==> config.mk <==
export PLATFORM = sky130hd
export DESIGN_NAME = battery_soc_display_remap_core_flat
export DESIGN_NICKNAME = d
export VERILOG_FILES = /design/src/hw/rtl/bsdr_pkg.sv /design/src/hw/rtl/bsdr_in_if.sv /design/src/hw/rtl/bsdr_out_if.sv /design/src/hw/rtl/bsdr_cfg_if.sv /design/src/hw/rtl/battery_soc_display_remap_core.sv /design/src/hw/rtl/bsdr_div.sv /design/src/hw/rtl/bsdr_seq.sv /design/src/flat_wrapper.sv
export VERILOG_INCLUDE_DIRS = /design/src /design/src/hw/rtl
export SDC_FILE = /design/constraint.sdc
export NUM_CORES = 1
export LEC_CHECK = 0
export BUFFER_PORTS_ARGS = -buffer_cell sky130_fd_sc_hd__buf_2
export CORE_MARGIN = 8
export CORE_UTILIZATION = 58
export CTS_CLUSTER_SIZE = 12
export DETAILED_ROUTE_END_ITERATION = 8
export PLACE_DENSITY = 0.9
export SYNTH_ARGS = -nofsm -noshare
export SYNTH_HDL_FRONTEND = slang
export SYNTH_HIERARCHICAL = 1
export SYNTH_SLANG_ARGS = --single-unit
==> constraint.sdc <==
create_clock -name clk_i -period 8.2 [get_ports clk_i]
set_input_delay 0.41 -clock clk_i [delete_from_list [all_inputs] [get_ports clk_i]]
set_output_delay 0.41 -clock clk_i [all_outputs]
set_load 0.02 [all_outputs]
==> src/hw/rtl/battery_soc_display_remap_core_defines.svh <==
// assertion macros for the display remap core
`ifndef BATTERY_SOC_DISPLAY_REMAP_CORE_DEFINES_SVH
`define BATTERY_SOC_DISPLAY_REMAP_CORE_DEFINES_SVH

`ifndef NO_ASSERTIONS
// same-cycle implication on clk_i, off during reset
`define BSDR_ASSERT_IMP(label, ante, cons, msg) \
  label: assert property (@(posedge clk_i) disable iff (!rst_ni) (ante) |-> (cons)) \
    else $error(msg);
// next-cycle implication on clk_i, off during reset
`define BSDR_ASSERT_NXT(label, ante, cons, msg) \
  label: assert property (@(posedge clk_i) disable iff (!rst_ni) (ante) |=> (cons)) \
    else $error(msg);
`else
`define BSDR_ASSERT_IMP(label, ante, cons, msg)
`define BSDR_ASSERT_NXT(label, ante, cons, msg)
`endif

`endif

==> src/hw/rtl/bsdr_pkg.sv <==
package bsdr_pkg;

  // field widths
  localparam int unsigned ThrW  = 7;
  localparam int unsigned LvlW  = 8;
  localparam int unsigned SocW  = 8;
  localparam int unsigned CapW  = 16;

  // configuration port
  localparam int unsigned CfgIdxW  = 8;
  localparam int unsigned CfgDataW = 8;

  localparam logic [CfgIdxW-1:0] CfgLowThreshold     = CfgIdxW'(0);
  localparam logic [CfgIdxW-1:0] CfgRechargeThreshold = CfgIdxW'(1);
  localparam logic [CfgIdxW-1:0] CfgLowBatteryLevel  = CfgIdxW'(2);
  localparam logic [CfgIdxW-1:0] CfgFullLevel        = CfgIdxW'(3);

  // register reset values
  localparam logic [ThrW-1:0] RstLowThreshold      = ThrW'(5);
  localparam logic [ThrW-1:0] RstRechargeThreshold = ThrW'(95);
  localparam logic [LvlW-1:0] RstLowBatteryLevel   = LvlW'(1);
  localparam logic [LvlW-1:0] RstFullLevel         = LvlW'(100);

  // shared divider sizing: dividend is a 16x8 product, divisor fits 17 bits
  localparam int unsigned DividendW = CapW + LvlW;
  localparam int unsigned DivisorW  = CapW + 1;
  localparam int unsigned DivCycles = DividendW / 2;
  localparam int unsigned DivCntW   = $clog2(DivCycles);

  localparam logic [DivisorW-1:0] PctScale = DivisorW'(100);

  typedef struct packed {
    logic [ThrW-1:0] low_threshold;
    logic [ThrW-1:0] recharge_threshold;
    logic [LvlW-1:0] low_battery_level;
    logic [LvlW-1:0] full_level;
  } cfg_t;

  typedef struct packed {
    logic            kind;
    logic [SocW-1:0] gauge_soc;
    logic [CapW-1:0] full_charge_cap;
    logic [CapW-1:0] remaining_cap;
    logic            battery_full;
  } item_t;

  typedef struct packed {
    logic            valid;
    logic [LvlW-1:0] display_soc;
  } res_t;

  typedef struct packed {
    logic                 start;
    logic [DividendW-1:0] dividend;
    logic [DivisorW-1:0]  divisor;
  } div_req_t;

  typedef struct packed {
    logic                 busy;
    logic                 done;
    logic [DividendW-1:0] quotient;
  } div_rsp_t;

endpackage

==> src/hw/rtl/bsdr_in_if.sv <==
interface bsdr_in_if;
  import bsdr_pkg::*;

  logic            valid;
  logic            ready;
  logic            kind;
  logic [SocW-1:0] gauge_soc;
  logic [CapW-1:0] full_charge_cap;
  logic [CapW-1:0] remaining_cap;
  logic            battery_full;

  modport source (
    output valid, kind, gauge_soc, full_charge_cap, remaining_cap, battery_full,
    input  ready
  );

  modport sink (
    input  valid, kind, gauge_soc, full_charge_cap, remaining_cap, battery_full,
    output ready
  );
endinterface

==> src/hw/rtl/bsdr_out_if.sv <==
interface bsdr_out_if;
  import bsdr_pkg::*;

  logic            valid;
  logic            ready;
  logic [LvlW-1:0] display_soc;

  modport source (
    output valid, display_soc,
    input  ready
  );

  modport sink (
    input  valid, display_soc,
    output ready
  );
endinterface

==> src/hw/rtl/bsdr_cfg_if.sv <==
interface bsdr_cfg_if;
  import bsdr_pkg::*;

  logic                valid;
  logic                ready;
  logic [CfgIdxW-1:0]  index;
  logic [CfgDataW-1:0] data;

  modport source (
    output valid, index, data,
    input  ready
  );

  modport sink (
    input  valid, index, data,
    output ready
  );
endinterface

==> src/hw/rtl/battery_soc_display_remap_core.sv <==
// Display remap core: turns a fuel-gauge state of charge into the level shown
// to the user. Three valid/ready channels: in_i takes a remap request or a
// boot status event, out_o returns one display level per remap request (none
// for a boot event), cfg_i writes the four threshold and level registers.
// Configuration is to be written only while the block is idle; the block
// does not enforce this, and cfg_i is always ready. A reading in the low or
// high region is settled in the decode state and goes straight to emit; in
// the middle band one 16x8 multiplier and one two-bit-per-cycle divider are
// reused for the band bottom, the band top and the final scaling (the last
// is skipped when the band is degenerate). A boot event returns in_i to ready
// after the decode state. One item is worked on at a time; in_i is not ready
// meanwhile, so no new item is taken until the last one is done.
// The result sits in an output register, so a new item is taken while a
// result still waits; if out_o stalls, the next result holds in the
// sequencer until the register frees up.
// Reset loads the register defaults (thresholds 5 and 95, low level 1, full
// level 100) and clears the extra-step flag.
`include "battery_soc_display_remap_core_defines.svh"

module battery_soc_display_remap_core (
  input  logic              clk_i,
  input  logic              rst_ni,
  bsdr_in_if.sink           in_i,
  bsdr_out_if.source        out_o,
  bsdr_cfg_if.sink          cfg_i
);
  import bsdr_pkg::*;

  cfg_t            cfg_q;
  item_t           item;
  res_t            res;
  logic            res_ready;
  logic            item_ready;
  div_req_t        div_req;
  div_rsp_t        div_rsp;
  logic            out_valid_q;
  logic [LvlW-1:0] display_soc_q;

  // configuration registers
  assign cfg_i.ready = 1'b1;

  always_ff @(posedge clk_i or negedge rst_ni) begin
    if (!rst_ni) begin
      cfg_q.low_threshold      <= RstLowThreshold;
      cfg_q.recharge_threshold <= RstRechargeThreshold;
      cfg_q.low_battery_level  <= RstLowBatteryLevel;
      cfg_q.full_level         <= RstFullLevel;
    end else if (cfg_i.valid) begin
      case (cfg_i.index)
        CfgLowThreshold:      cfg_q.low_threshold      <= cfg_i.data[ThrW-1:0];
        CfgRechargeThreshold: cfg_q.recharge_threshold <= cfg_i.data[ThrW-1:0];
        CfgLowBatteryLevel:   cfg_q.low_battery_level  <= cfg_i.data[LvlW-1:0];
        CfgFullLevel:         cfg_q.full_level         <= cfg_i.data[LvlW-1:0];
        default: begin
        end
      endcase
    end
  end

  // input request unpacking
  assign item.kind            = in_i.kind;
  assign item.gauge_soc       = in_i.gauge_soc;
  assign item.full_charge_cap = in_i.full_charge_cap;
  assign item.remaining_cap   = in_i.remaining_cap;
  assign item.battery_full    = in_i.battery_full;
  assign in_i.ready           = item_ready;

  bsdr_seq u_seq (
    .clk_i        (clk_i),
    .rst_ni       (rst_ni),
    .cfg_i        (cfg_q),
    .item_valid_i (in_i.valid),
    .item_ready_o (item_ready),
    .item_i       (item),
    .res_o        (res),
    .res_ready_i  (res_ready),
    .div_req_o    (div_req),
    .div_rsp_i    (div_rsp)
  );

  bsdr_div u_div (
    .clk_i  (clk_i),
    .rst_ni (rst_ni),
    .req_i  (div_req),
    .rsp_o  (div_rsp)
  );

  // output register
  assign res_ready = !out_valid_q || out_o.ready;

  always_ff @(posedge clk_i or negedge rst_ni) begin
    if (!rst_ni) begin
      out_valid_q <= 1'b0;
    end else if (res.valid && res_ready) begin
      out_valid_q <= 1'b1;
    end else if (out_o.ready) begin
      out_valid_q <= 1'b0;
    end
  end

  always_ff @(posedge clk_i) begin
    if (res.valid && res_ready) begin
      display_soc_q <= res.display_soc;
    end
  end

  assign out_o.valid       = out_valid_q;
  assign out_o.display_soc = display_soc_q;

  // checks
  `BSDR_ASSERT_NXT(a_busy_after_accept, in_i.valid && in_i.ready, !in_i.ready, "not busy")
  `BSDR_ASSERT_IMP(a_div_start_idle, div_req.start, !div_rsp.busy, "divider started busy")
  `BSDR_ASSERT_IMP(a_div_done_busy, div_rsp.done, !in_i.ready, "quotient while idle")

endmodule

==> src/hw/rtl/bsdr_div.sv <==
module bsdr_div (
  input  logic               clk_i,
  input  logic               rst_ni,
  input  bsdr_pkg::div_req_t req_i,
  output bsdr_pkg::div_rsp_t rsp_o
);
  import bsdr_pkg::*;

  logic                 busy_q, busy_d;
  logic                 done_q, done_d;
  logic [DivCntW-1:0]   cnt_q, cnt_d;
  logic [DivisorW-1:0]  rem_q, rem_d;
  logic [DividendW-1:0] quo_q, quo_d;
  logic [DivisorW-1:0]  den_q, den_d;
  logic [DivisorW-1:0]  rem_mid;
  logic [DividendW-1:0] quo_mid;
  logic [DivisorW-1:0]  rem_nxt;
  logic [DividendW-1:0] quo_nxt;

  // one restoring step: shift in the next dividend bit, subtract if it fits
  function automatic logic [DivisorW+DividendW-1:0] div_step(
    input logic [DivisorW-1:0]  rem,
    input logic [DividendW-1:0] quo,
    input logic [DivisorW-1:0]  den
  );
    logic [DivisorW:0] part;
    logic [DivisorW:0] diff;
    logic              fits;
    part = {rem, quo[DividendW-1]};
    diff = part - {1'b0, den};
    fits = (part >= {1'b0, den});
    if (fits) begin
      return {diff[DivisorW-1:0], quo[DividendW-2:0], 1'b1};
    end else begin
      return {part[DivisorW-1:0], quo[DividendW-2:0], 1'b0};
    end
  endfunction

  // two steps per cycle
  assign {rem_mid, quo_mid} = div_step(rem_q, quo_q, den_q);
  assign {rem_nxt, quo_nxt} = div_step(rem_mid, quo_mid, den_q);

  // step sequencing
  always_comb begin
    busy_d = busy_q;
    done_d = 1'b0;
    cnt_d  = cnt_q;
    rem_d  = rem_q;
    quo_d  = quo_q;
    den_d  = den_q;
    if (req_i.start && !busy_q) begin
      busy_d = 1'b1;
      cnt_d  = DivCntW'(DivCycles - 1);
      rem_d  = '0;
      quo_d  = req_i.dividend;
      den_d  = req_i.divisor;
    end else if (busy_q) begin
      rem_d = rem_nxt;
      quo_d = quo_nxt;
      if (cnt_q == '0) begin
        busy_d = 1'b0;
        done_d = 1'b1;
      end else begin
        cnt_d = cnt_q - DivCntW'(1);
      end
    end
  end

  always_ff @(posedge clk_i or negedge rst_ni) begin
    if (!rst_ni) begin
      busy_q <= 1'b0;
      done_q <= 1'b0;
      cnt_q  <= '0;
    end else begin
      busy_q <= busy_d;
      done_q <= done_d;
      cnt_q  <= cnt_d;
    end
  end

  always_ff @(posedge clk_i) begin
    rem_q <= rem_d;
    quo_q <= quo_d;
    den_q <= den_d;
  end

  assign rsp_o.busy     = busy_q;
  assign rsp_o.done     = done_q;
  assign rsp_o.quotient = quo_q;

endmodule

==> src/hw/rtl/bsdr_seq.sv <==
module bsdr_seq (
  input  logic               clk_i,
  input  logic               rst_ni,
  input  bsdr_pkg::cfg_t     cfg_i,
  input  logic               item_valid_i,
  output logic               item_ready_o,
  input  bsdr_pkg::item_t    item_i,
  output bsdr_pkg::res_t     res_o,
  input  logic               res_ready_i,
  output bsdr_pkg::div_req_t div_req_o,
  input  bsdr_pkg::div_rsp_t div_rsp_i
);
  import bsdr_pkg::*;

  localparam logic [2:0] StIdle    = 3'd0;
  localparam logic [2:0] StDecode  = 3'd1;
  localparam logic [2:0] StDivBot  = 3'd2;
  localparam logic [2:0] StMulTop  = 3'd3;
  localparam logic [2:0] StDivTop  = 3'd4;
  localparam logic [2:0] StCheck   = 3'd5;
  localparam logic [2:0] StDivSpan = 3'd6;
  localparam logic [2:0] StEmit    = 3'd7;

  logic [2:0]           state_q, state_d;
  item_t                item_q;
  logic                 flag_q, flag_d;
  logic [LvlW-1:0]      res_q, res_d;
  logic [DivisorW-1:0]  bottom_q, bottom_d;
  logic [DivisorW-1:0]  top_q, top_d;

  logic [LvlW-1:0]      band_top;
  logic [LvlW-1:0]      band_lo;
  logic [LvlW-1:0]      band_span;
  logic [LvlW-1:0]      band_width;
  logic                 soc_low;
  logic                 soc_high;
  logic                 soc_above;
  logic                 boot_set;
  logic [DivisorW-1:0]  rem_ext;
  logic [DivisorW-1:0]  rem_off;
  logic                 degen;
  logic                 clamp;
  logic [LvlW-1:0]      span_val;
  logic [CapW-1:0]      mul_a;
  logic [LvlW-1:0]      mul_b;

  // display band limits
  assign band_top   = (cfg_i.full_level == '0) ? '0 : cfg_i.full_level - LvlW'(1);
  assign band_lo    = (cfg_i.low_battery_level == '1) ? '1
                      : cfg_i.low_battery_level + LvlW'(1);
  assign band_width = band_top - band_lo;
  assign band_span  = band_width + LvlW'(1);

  // gauge soc classification
  assign soc_low   = item_q.gauge_soc <= {1'b0, cfg_i.low_threshold};
  assign soc_high  = item_q.gauge_soc >= {1'b0, cfg_i.recharge_threshold};
  assign soc_above = {1'b0, item_q.gauge_soc} >= ({2'b0, cfg_i.recharge_threshold} + 9'd1);
  assign boot_set  = (item_q.gauge_soc == {1'b0, cfg_i.recharge_threshold})
                     && !item_q.battery_full;

  // degenerate or inverted band
  assign rem_ext = {1'b0, item_q.remaining_cap};
  assign rem_off = rem_ext - bottom_q;
  assign degen   = (rem_ext < bottom_q) || (top_q <= bottom_q) || (band_top < band_lo);

  // linear map result with clamp to the band top
  assign clamp    = div_rsp_i.quotient > {{(DividendW-LvlW){1'b0}}, band_width};
  assign span_val = clamp ? band_top : band_lo + div_rsp_i.quotient[LvlW-1:0];

  // sequencer
  always_comb begin
    state_d   = state_q;
    flag_d    = flag_q;
    res_d     = res_q;
    bottom_d  = bottom_q;
    top_d     = top_q;
    mul_a     = item_q.full_charge_cap;
    mul_b     = '0;
    div_req_o.start   = 1'b0;
    div_req_o.divisor = PctScale;
    case (state_q)
      StIdle: begin
        if (item_valid_i) begin
          state_d = StDecode;
        end
      end
      StDecode: begin
        if (item_q.kind) begin
          if (boot_set) begin
            flag_d = 1'b1;
          end
          state_d = StIdle;
        end else if (soc_low) begin
          res_d   = (item_q.gauge_soc == '0) ? '0 : cfg_i.low_battery_level;
          state_d = StEmit;
        end else if (soc_high) begin
          if (flag_q && soc_above) begin
            res_d  = cfg_i.full_level;
            flag_d = 1'b0;
          end else if (flag_q) begin
            res_d = band_top;
          end else begin
            res_d = cfg_i.full_level;
          end
          state_d = StEmit;
        end else begin
          // capacity at the low threshold
          mul_b           = {1'b0, cfg_i.low_threshold};
          div_req_o.start = 1'b1;
          state_d         = StDivBot;
        end
      end
      StDivBot: begin
        if (div_rsp_i.done) begin
          bottom_d = div_rsp_i.quotient[DivisorW-1:0];
          state_d  = StMulTop;
        end
      end
      StMulTop: begin
        // capacity one step below the recharge threshold
        mul_b           = {1'b0, cfg_i.recharge_threshold - ThrW'(1)};
        div_req_o.start = 1'b1;
        state_d         = StDivTop;
      end
      StDivTop: begin
        if (div_rsp_i.done) begin
          top_d   = div_rsp_i.quotient[DivisorW-1:0];
          state_d = StCheck;
        end
      end
      StCheck: begin
        if (degen) begin
          res_d = band_lo;
          if (band_lo == band_top) begin
            flag_d = 1'b1;
          end
          state_d = StEmit;
        end else begin
          mul_a             = rem_off[CapW-1:0];
          mul_b             = band_span;
          div_req_o.divisor = top_q - bottom_q;
          div_req_o.start   = 1'b1;
          state_d           = StDivSpan;
        end
      end
      StDivSpan: begin
        if (div_rsp_i.done) begin
          res_d = span_val;
          if (span_val == band_top) begin
            flag_d = 1'b1;
          end
          state_d = StEmit;
        end
      end
      StEmit: begin
        if (res_ready_i) begin
          state_d = StIdle;
        end
      end
      default: begin
        state_d = StIdle;
      end
    endcase
    // shared multiplier feeding the divider
    div_req_o.dividend = {{LvlW{1'b0}}, mul_a} * {{CapW{1'b0}}, mul_b};
  end

  always_ff @(posedge clk_i or negedge rst_ni) begin
    if (!rst_ni) begin
      state_q <= StIdle;
      flag_q  <= 1'b0;
    end else begin
      state_q <= state_d;
      flag_q  <= flag_d;
    end
  end

  // item capture and working registers
  always_ff @(posedge clk_i) begin
    if (state_q == StIdle && item_valid_i) begin
      item_q <= item_i;
    end
    res_q    <= res_d;
    bottom_q <= bottom_d;
    top_q    <= top_d;
  end

  assign item_ready_o      = (state_q == StIdle);
  assign res_o.valid       = (state_q == StEmit);
  assign res_o.display_soc = res_q;

endmodule
==> src/flat_wrapper.sv <==
// flat-port wrapper written by rule: the top's interface ports become plain ports
module battery_soc_display_remap_core_flat import bsdr_pkg::*;
  (clk_i, rst_ni, in_i_valid, in_i_kind, in_i_gauge_soc, in_i_full_charge_cap, in_i_remaining_cap, in_i_battery_full, in_i_ready, out_o_valid, out_o_display_soc, out_o_ready, cfg_i_valid, cfg_i_index, cfg_i_data, cfg_i_ready);
  bsdr_in_if in_i_i ();
  bsdr_out_if out_o_i ();
  bsdr_cfg_if cfg_i_i ();
  input  logic clk_i;
  input  logic rst_ni;
  input wire logic [$bits(in_i_i.valid)-1:0] in_i_valid;
  input wire logic [$bits(in_i_i.kind)-1:0] in_i_kind;
  input wire logic [$bits(in_i_i.gauge_soc)-1:0] in_i_gauge_soc;
  input wire logic [$bits(in_i_i.full_charge_cap)-1:0] in_i_full_charge_cap;
  input wire logic [$bits(in_i_i.remaining_cap)-1:0] in_i_remaining_cap;
  input wire logic [$bits(in_i_i.battery_full)-1:0] in_i_battery_full;
  output wire logic [$bits(in_i_i.ready)-1:0] in_i_ready;
  output wire logic [$bits(out_o_i.valid)-1:0] out_o_valid;
  output wire logic [$bits(out_o_i.display_soc)-1:0] out_o_display_soc;
  input wire logic [$bits(out_o_i.ready)-1:0] out_o_ready;
  input wire logic [$bits(cfg_i_i.valid)-1:0] cfg_i_valid;
  input wire logic [$bits(cfg_i_i.index)-1:0] cfg_i_index;
  input wire logic [$bits(cfg_i_i.data)-1:0] cfg_i_data;
  output wire logic [$bits(cfg_i_i.ready)-1:0] cfg_i_ready;
  assign in_i_i.valid = in_i_valid;
  assign in_i_i.kind = in_i_kind;
  assign in_i_i.gauge_soc = in_i_gauge_soc;
  assign in_i_i.full_charge_cap = in_i_full_charge_cap;
  assign in_i_i.remaining_cap = in_i_remaining_cap;
  assign in_i_i.battery_full = in_i_battery_full;
  assign in_i_ready = in_i_i.ready;
  assign out_o_valid = out_o_i.valid;
  assign out_o_display_soc = out_o_i.display_soc;
  assign out_o_i.ready = out_o_ready;
  assign cfg_i_i.valid = cfg_i_valid;
  assign cfg_i_i.index = cfg_i_index;
  assign cfg_i_i.data = cfg_i_data;
  assign cfg_i_ready = cfg_i_i.ready;
  battery_soc_display_remap_core u_core (.clk_i(clk_i), .rst_ni(rst_ni), .in_i(in_i_i), .out_o(out_o_i), .cfg_i(cfg_i_i));
endmodule
# == Word level (Yosys, flattened, before mapping) ==
# Index checks and enable logic that the tools add are counted.
# classes
bitwise_logic,1
n_addsub,12
n_mux,59
n_reduce_logical,30
magnitude_cmp,9
eq_ne,29
mul,1
# ops
cell,n
$mux W8,12
$mux W41,2
$sub A17 B17 Y17,3
$mux W24,2
$pmux W8 S3,2
$ge A18 B17 Y1,2
$mux W16,2
$gt A24 B8 Y1,1
$logic_not A8 Y1,3
$mul A16 B8 Y24,1
$mux W3,8
$pmux W3 S8,1
$mux W1,22
$mux W7,3
$ne A2 B2 Y1 const B,10
$le A17 B17 Y1,1
$lt A16 B17 Y1,1
$add A8 B1 Y8 const B,2
$eq A8 B2 Y1 const B,2
$eq A8 B8 Y1,2
$sub A16 B16 Y16,1
$ne A3 B3 Y1 const B,5
$reduce_and A2 Y1,7
$eq A3 B3 Y1 const B,4
28 further kinds,42
# totals
elab_cells,163
register_bits,191
in_bits,63
output_inout_bits,11

# == Logic depth before layout (Yosys ltp) ==
# Gate-level depths: netlist (run 1).
# depth
depth_word,9
ltp_mapped,37
depth_no_buf,35

# == Cells and area by module ==
# The synthesis (run 1) kept the hierarchy.
# by_module_without_submodules
mod,instances,cells_per_inst,area_each_um2,seq_area_each_um2
bsdr_seq,1,1248,11444.7,2622.5
bsdr_div,1,507,4595.7,1721.7
battery_soc_display_remap_core,1,81,1498.9,1031.0

# == Least setup slack after synthesis (run 1) ==
# Ideal clock, no wire load.
# synth_timing
path_type,reg-to-reg
from,register u_core/cfg_q[0] (netlist name)
to,register u_core.u_div.quo_q[22] (data pin)
setup_ps,257
required_ps,7943
t_arrival_ps,7668
synth_period_minus_slack_ps,7924
path_buffers,1
path_slack_ps,276
path_stages_with_launch,35
path_cell_list,dfrtp_1 -> inv_1 -> ha_1 -> or4b_4 -> o21ai_0 -> nand2_1 -> ha_1 -> or2_2 -> a211o_1 -> o221a_2 -> a2111oi_0 -> nor3_1 -> nor3_2 -> xor2_2 -> buf_6 -> nand3_1 -> fa_1 -> fa_1 -> inv_1 -> fa_1 -> inv_1 -> fa_1 -> inv_1 -> ha_1 -> nor2_1 -> o21ai_0 -> o211ai_1 -> a2111oi_0 -> o31ai_1 -> o21ai_0 -> o21a_1 -> nor2_1 -> xnor2_1 -> nand2_1 -> nand2_1
# synth_rtl
element,line_no,rtl
start: declaration,battery_soc_display_remap_core.sv:29,cfg_t cfg_q;
end signal: assignment,bsdr_div.sv:83,quo_q <= quo_d;
end: declaration,bsdr_div.sv:13,"logic [DividendW-1:0] quo_q, quo_d;"

==> results list, run 1 <==
- Measured along the y axis, the die boundary spans 189.9 um.
* Setup skew after layout: 0.01569 ns
- After filler insertion, the fill cell instance count of the layout stands at 2066.
- Setup slack on the worst reg-to-reg path comes out at -0.12 ns.
* Slowest cell on the critical path: fa_1
* Average cell area after synthesis: 9.554 um2
* Sort of element at the start of the critical path: register
- Hold is met by 0.1078 ns.
- Final number of setup-violating endpoints: 1
* Clock-pin slew on the worst setup and hold paths: 0.07 ns
* Clock latency reported for the late side of the worst-skew pair: 0.45 ns
- Required time of the critical path: 8.40 ns
- Fin. Hold Viols: 0
- Wires add up to 50440 um.
- The run finished, with violations left.
* Wire length of the first global-routing pass: 75860 um
- The library cell used most frequently in the layout, excluding fill and tap cells, is inv_1.
- Dividing the detail-routed wire length by the instance count gives 21.16 um.
* Pre-CTS setup slack: -0.1466 ns
- At the pin with the least slew margin, the transition time is 1.279 ns.
- The path class of the tightest hold or removal check is in -> async.
* Antenna cell count: 0
- Final cell count without fillers: 2383
- Yosys printed 6 warnings.
* Initial Util: 59.00%
* Sinks on the clock net: 191
- In this run the static leakage power is 8.863 nW.
- For this design the total switching power over the nets is 0.7651 mW.
- PwrDens: 127.1 nW/um2
- Synthesis produced 1835 cells.
- Peak VDD IR: 145.0 uV
- The congestion estimate from routability-driven global placement came to 0.9711.
- Share of cells above drive strength 1: 18.67%
* Via count: 15440
- The count of nets left with antenna violations once routing finished came out at 0.
- Clock period minus worst slack: 8.323 ns
- Number of nets in the finished design: 2294
* Standard-cell row count: 63
- DR iter-0 viols: 1597
- After detailed routing, the number of vias per cell comes to 6.480.
- TritonCTS clock tree: yes
- Clock network fraction of design power: 32.1%
- Total gr overflow: 0
- The tree is rooted in a clkbuf_16.
- Ratio of final minimum period to clock period: 101.5%
- Post-Syn Nets: 2149
* Fin Setup TNS: -0.1227 ns
- Derived from the worst setup path, the maximum achievable clock frequency is 120.2 MHz.
* Max-slew violation count: 0
* Max Buffers Root-to-Sink: 2
* Post-synthesis instance area: 17530 um2
* Fin worst setup slack: -0.1227 ns
- Type of destination of the critical path: register
* TritonRoute pass-1 iters: 8
* Max-slew headroom: 14.41%
- Worst-path fanout max: 21
- Input and output buffers added on the ports amount to 72.
* Internal power consumption: 1.764 mW
- Hold bufs inserted after CTS: 0
- Die X: 189.9 um
- In this run, placement finished with an instance count of 2321.
- CTS built an H-tree with a depth of 4.
- The via count of the first global-routing pass came to 14930.
* Total clock buffers created by CTS: 17
- Sequential share of power: 41.5%
- Critical path's largest stage delay: 0.55 ns
* Max-cap check violation count: 0
- In the layout the commonest cells are inv_1, nor2_1, ha_1.
- 74 I/O pins were placed.
- Area overhead of the layout relative to synthesis: 13.47%
* Residual DRC: 0
* Net switching share of the total power: 30.25%
- The floorplan step defined a die boundary enclosing 36050 um2.
* WS Path Type: reg -> reg
* Signal arrival time at the worst endpoint: 8.52 ns
- Violations in the final reports: setup timing
* Initial antenna violation count: 0
- HPWL after detailed placement: 36030 um
- Largest net degree at the start of global routing: 43
- Part of the total power dissipated in combinational logic: 26.5%
- Total global routing track utilization: 26.03%
- The total area inside the core boundary comes to 29720 um2.
-- worst max-delay path, delay by kind of cell (launching register included) --
kind / cells / cell delay [ns]
fa+ha+maj: 6 / 2.65
compound gates: 8 / 1.97
simple gates: 8 / 1.64
buf+inv: 8 / 0.90
flops: 1 / 0.40
mux: 1 / 0.31
xor+xnor: 1 / 0.18
-- worst paths after layout --
kind | startpoint | endpoint | cells past startpoint
worst max-delay path | u_core/cfg_q[1] | u_core/u_div/quo_q[23] | 32
worst min-delay path | rst_ni | u_core/u_div/busy_q | 1
worst max register to register | u_core/cfg_q[1] | u_core/u_div/quo_q[23] | 32
worst min register to register | u_core/u_seq/res_q[1] | u_core/out_o.display_soc[1] | 0
max in group asynchronous | rst_ni | u_core/cfg_q[9] | 1
min in group clk_i | in_i_gauge_soc[3] | u_core/u_seq/item_q[36] | 1
-- routing by layer --
layer	GRT usage [%]	up-vias	share of wire, %
li1	-	6777	-
met1	32.71	7356	37
met2	43.48	1049	48
met3	3.973	260	9.6
met4	12.51	0	5.3
met5	0	-	0
-- registers in the layout, summed over array words and instances, names as in the netlist, 3 cells and up --
| register | flops |
|---|---|
| u_core/u_div/den_q | 17 |
| u_core/u_div/cnt_q | 4 |
| u_core/u_seq/item_q | 42 |
| u_core/out_o.display_soc | 8 |
| u_core/cfg_q | 30 |
| u_core/u_seq/top_q | 17 |
| u_core/u_seq/bottom_q | 17 |
| u_core/u_seq/res_q | 8 |
| u_core/u_seq/state_q | 3 |
| u_core/u_div/quo_q | 24 |
| u_core/u_div/rem_q | 17 |
-- layout make-up --
type / count / area [um2] / share of cell area [%]
multi-input cells: 1372 / 11480 / 57.72
flip-flops and latches: 191 / 5375 / 27.02
repair buffers: 171 / 1134 / 5.698
inverters: 227 / 852.1 / 4.283
well taps: 390 / 488.0 / 2.453
clock buffers: 22 / 486.7 / 2.447
clock inverters: 10 / 75.07 / 0.3774
-- what timing repair did --
item | CTS | global route
cloned | 0 | 1
gates resized for setup | 8 | 89
endpoints found under the setup margin | 3 | 10
setup buffers | 4 | 25
pin swaps | 2 | 35
-- stage by stage --
stage               instance area, um2  total power, mW  util, %
finish                           19890            2.529    66.94
floorplan                        17530            1.432        -
detailed placement               18640            1.593    62.73
global route                     19890            2.614    66.94
CTS                              19270            2.408    64.86
global placement                 18640            1.568    62.73
-- power groups by stage --
stage,sequential (mW),clock (mW),combinational (mW)
2_1_floorplan,1.06,0,0.368
3_3_place_gp,1.07,0,0.501
3_5_place_dp,1.07,0,0.525
4_1_cts,1.05,0.814,0.546
5_1_grt,1.05,0.857,0.708
6_report,1.05,0.811,0.669
Power figures use the tool's default switching activity.
==> run 2, diff against run 1 <==
--- a/config.mk
+++ b/config.mk
@@ -11,6 +11,7 @@
 export CORE_UTILIZATION = 58
 export CTS_CLUSTER_SIZE = 12
 export DETAILED_ROUTE_END_ITERATION = 8
+export MAX_ROUTING_LAYER = met4
 export PLACE_DENSITY = 0.9
 export SYNTH_ARGS = -nofsm -noshare
 export SYNTH_HDL_FRONTEND = slang
==> results list, run 2 (same netlist as run 1, synthesis figures left out) <==
- The maximum number of pins on one net before global-route repair was 43 (unchanged).
* Residual antenna-violating net count after detailed routing: 0 (unchanged)
- The worst setup path is captured at a register.
- Via count: 15260 (-1.2%)
- The largest registers in the layout are u_core/u_seq/item_q x42, u_core/cfg_q x30, u_core/u_div/quo_q x24.
- The maximum clock frequency is 120.1 MHz (about the same).
* Status: finished, violations left
- Antenna cell count: 0 (unchanged)
- Area occupied by multi-input gates: 11430 um2 (-0.47%)
- The ratio of cells with drive above 1 in the final layout came to 18.17% (-0.49 points).
- The startpoint identified for the worst register-to-register timing path is u_core/cfg_q[0].
* Sort of element at the start of the critical path: register
- The cell row count is 63 (unchanged).
* Number of primary I/O pins: 74 (unchanged)
- Core ar.: 29720 um2 (unchanged)
- H-tree level count: 4 (unchanged)
* Initial Util: 59.00% (unchanged)
* Total global routing track utilization: 27.30% (+1.3 points)
- Total clock buffers created by CTS: 17 (unchanged)
* Residual DRC: 0 (unchanged)
- Required time of the critical path: 8.41 ns (about the same)
* Worst Max-Slew Pin Slew: 1.155 ns (-0.1246 ns)
- Clock period minus worst slack: 8.325 ns (+0.001936 ns)
- Fin. Hold Viols: 0 (unchanged)
- Clock-pin slew on the worst setup and hold paths: 0.08 ns (about the same)
* Number of nets in the finished design: 2293 (-0.044%)
* Most common library cell in the layout ignoring fill and taps: inv_1
- Average wire length per cell after detail routing: 21.17 um (about the same)
- The clock skew after layout was 0.01389 ns (-0.001801 ns).
- Max-slew headroom: 23.03% (+8.6 points)
- Hold crit path type: in -> async
- Violations in the final reports: setup timing
- The remaining global-route overflow came to 0 (unchanged).
- TritonCTS clock tree: yes
- The area enclosed by the die boundary came to 36050 um2 (unchanged).
- GP Congestion: 0.9944 (+2.4%)
- Slowest cell on the critical path: fa_1
- The final setup violation count is 6 (+5).
- Hold bufs inserted after CTS: 0 (unchanged)
* Commonest cells after routing, fill and taps aside: inv_1, nor2_1, ha_1
* Part of the total power dissipated in combinational logic: 25.7% (-0.8 points)
* NetSw: 0.7811 mW (+2.1%)
* Number of flip-flops under the largest register name: 42 (unchanged)
* Ratio of final minimum period to clock period: 101.5% (about the same)
- The register with the most flip-flops in the final layout is u_core/u_seq/item_q.
- Max-slew violation count: 0 (unchanged)
- Clock latency reported for the late side of the worst-skew pair: 0.46 ns (about the same)
- Share of the core filled with cells in the final layout: 66.84% (-0.097 points)
- The critical path is of the reg -> reg type.
- DR iter-0 viols: 1708 (+7.0%)
* TritonRoute pass-1 iters: 6 (-2)
- Start point of the critical path: u_core/cfg_q[0]
- The power density normalized to cell area was 127.3 nW/um2 (+0.15%).
* Initial antenna violation count: 0 (unchanged)
* Number of global-route vias before repair: 15030 (+0.66%)
- Area overhead of the layout relative to synthesis: 13.30%
* Count of buffers inserted at the top-level ports: 72 (unchanged)
* Worst-path fanout max: 10 (-52%)
* Most repeated library cell on the critical path: inv_1
- The maximum number of buffers from clock root to sink was 2 (unchanged).
- The largest voltage drop on the vdd net came to 141.9 uV (-2.1%).
- Clock network fraction of design power: 32.9% (+0.8 points)
- Internal power consumption: 1.748 mW (-0.90%)
- The register area is 5375 um2 (unchanged).
- The number of violations of the max-capacitance limit came to 0 (unchanged).
* Sinks on the clock net: 191 (unchanged)
* Total Wirelength: 50420 um (about the same)
- Critical path's largest stage delay: 0.55 ns (about the same)
- Die Y-Extent: 189.9 um (unchanged)
- Fin worst setup slack: -0.1247 ns (-0.001936 ns)
- Net switching share of the total power: 30.88% (+0.63 points)
- Signal arrival time at the worst endpoint: 8.54 ns (+0.02 ns)
* Vias per cell: 6.405 (-1.2%)
* Leak Pwr: 8.835 nW (-0.32%)
- Post-layout power: 2.529 mW (about the same)
* Filler Cell Count: 2096 (+1.5%)
- The detailed-placement wirelength estimate is 36640 um (+1.7%).
- The portion of total power attributed to sequential cells is 41.4% (about the same).
- The first-pass GRT wire length came to 76850 um (+1.3%).
- Die X: 189.9 um (unchanged)
- Clock tree synthesis selected as its root buffer the cell clkbuf_16.
-- run 2: what timing repair did --
action                     in CTS  in global routing
gates cloned                    0                  0
setup endpoints to repair       5                 10
gates resized for setup        18                 57
pin swaps                      10                 25
setup buffers                  14                 16
-- run 2: critical path, delay by kind of cell (launching register included) --
kind,cells,cell delay [ns]
xor gates and xnor gates,3,0.73
AOI/OAI and AO/OA,7,1.18
buffers and inverters,10,1.12
adders and majority gates,7,3.01
and+or+nand+nor,9,1.33
muxes,1,0.25
DFF,1,0.39
-- run 2: power by group through the flow --
| stage | Combinational, mW | Clock [mW] | Sequential, mW |
|---|---|---|---|
| CTS | 0.554 | 0.843 | 1.05 |
| global placement | 0.493 | 0 | 1.07 |
| detailed placement | 0.520 | 0 | 1.07 |
| global route | 0.692 | 0.873 | 1.05 |
| finish | 0.650 | 0.832 | 1.05 |
| floorplan | 0.368 | 0 | 1.06 |
-- run 2: cell type report --
cell class                 instances  area share (%)
multi-input combinational       1371           57.53
sequential                       191           27.06
timing repair buffer             171           5.713
inverter                         227           4.289
tap                              390           2.457
clock buffer                      20           2.349
clock inverter                    12          0.5984
-- run 2: worst paths after layout --
path                                               endpoint  slack [ns]  cells past startpoint
max in group asynchronous                  u_core/cfg_q[24]        7.52                      1
min in group clk_i                  u_core/u_seq/item_q[36]        0.12                      1
worst min register to register  u_core/out_o.display_soc[5]        0.42                      0
worst min-delay path                    u_core/u_seq/flag_q        0.09                      1
worst max-delay path                 u_core/u_div/quo_q[22]       -0.12                     37
worst max register to register       u_core/u_div/quo_q[22]       -0.12                     37
-- run 2: through the flow --
stage	setup TNS, ns	cells	area, um2	setup WS (ns)	hold slack, ns
final	-0.4314	2382	19860	-0.1247	0.09125
after global routing	-2.487	2382	19860	-0.4431	0.1087
after floorplan	0	1835	17530	0.2759	0.1144
after global placement	0	2320	18640	0.03613	0.4046
after detailed placement	-0.6014	2320	18640	-0.2942	0.4063
after CTS	0	2366	19420	0.0007718	0.1066
-- run 2: per-layer routing --
metal,vias up,GRT usage (%),part of all wire (%)
met5,-,-,0
met2,995,44.93,48
li1,6777,-,-
met4,0,12.48,5.2
met3,249,4.412,8.5
met1,7236,32.67,38
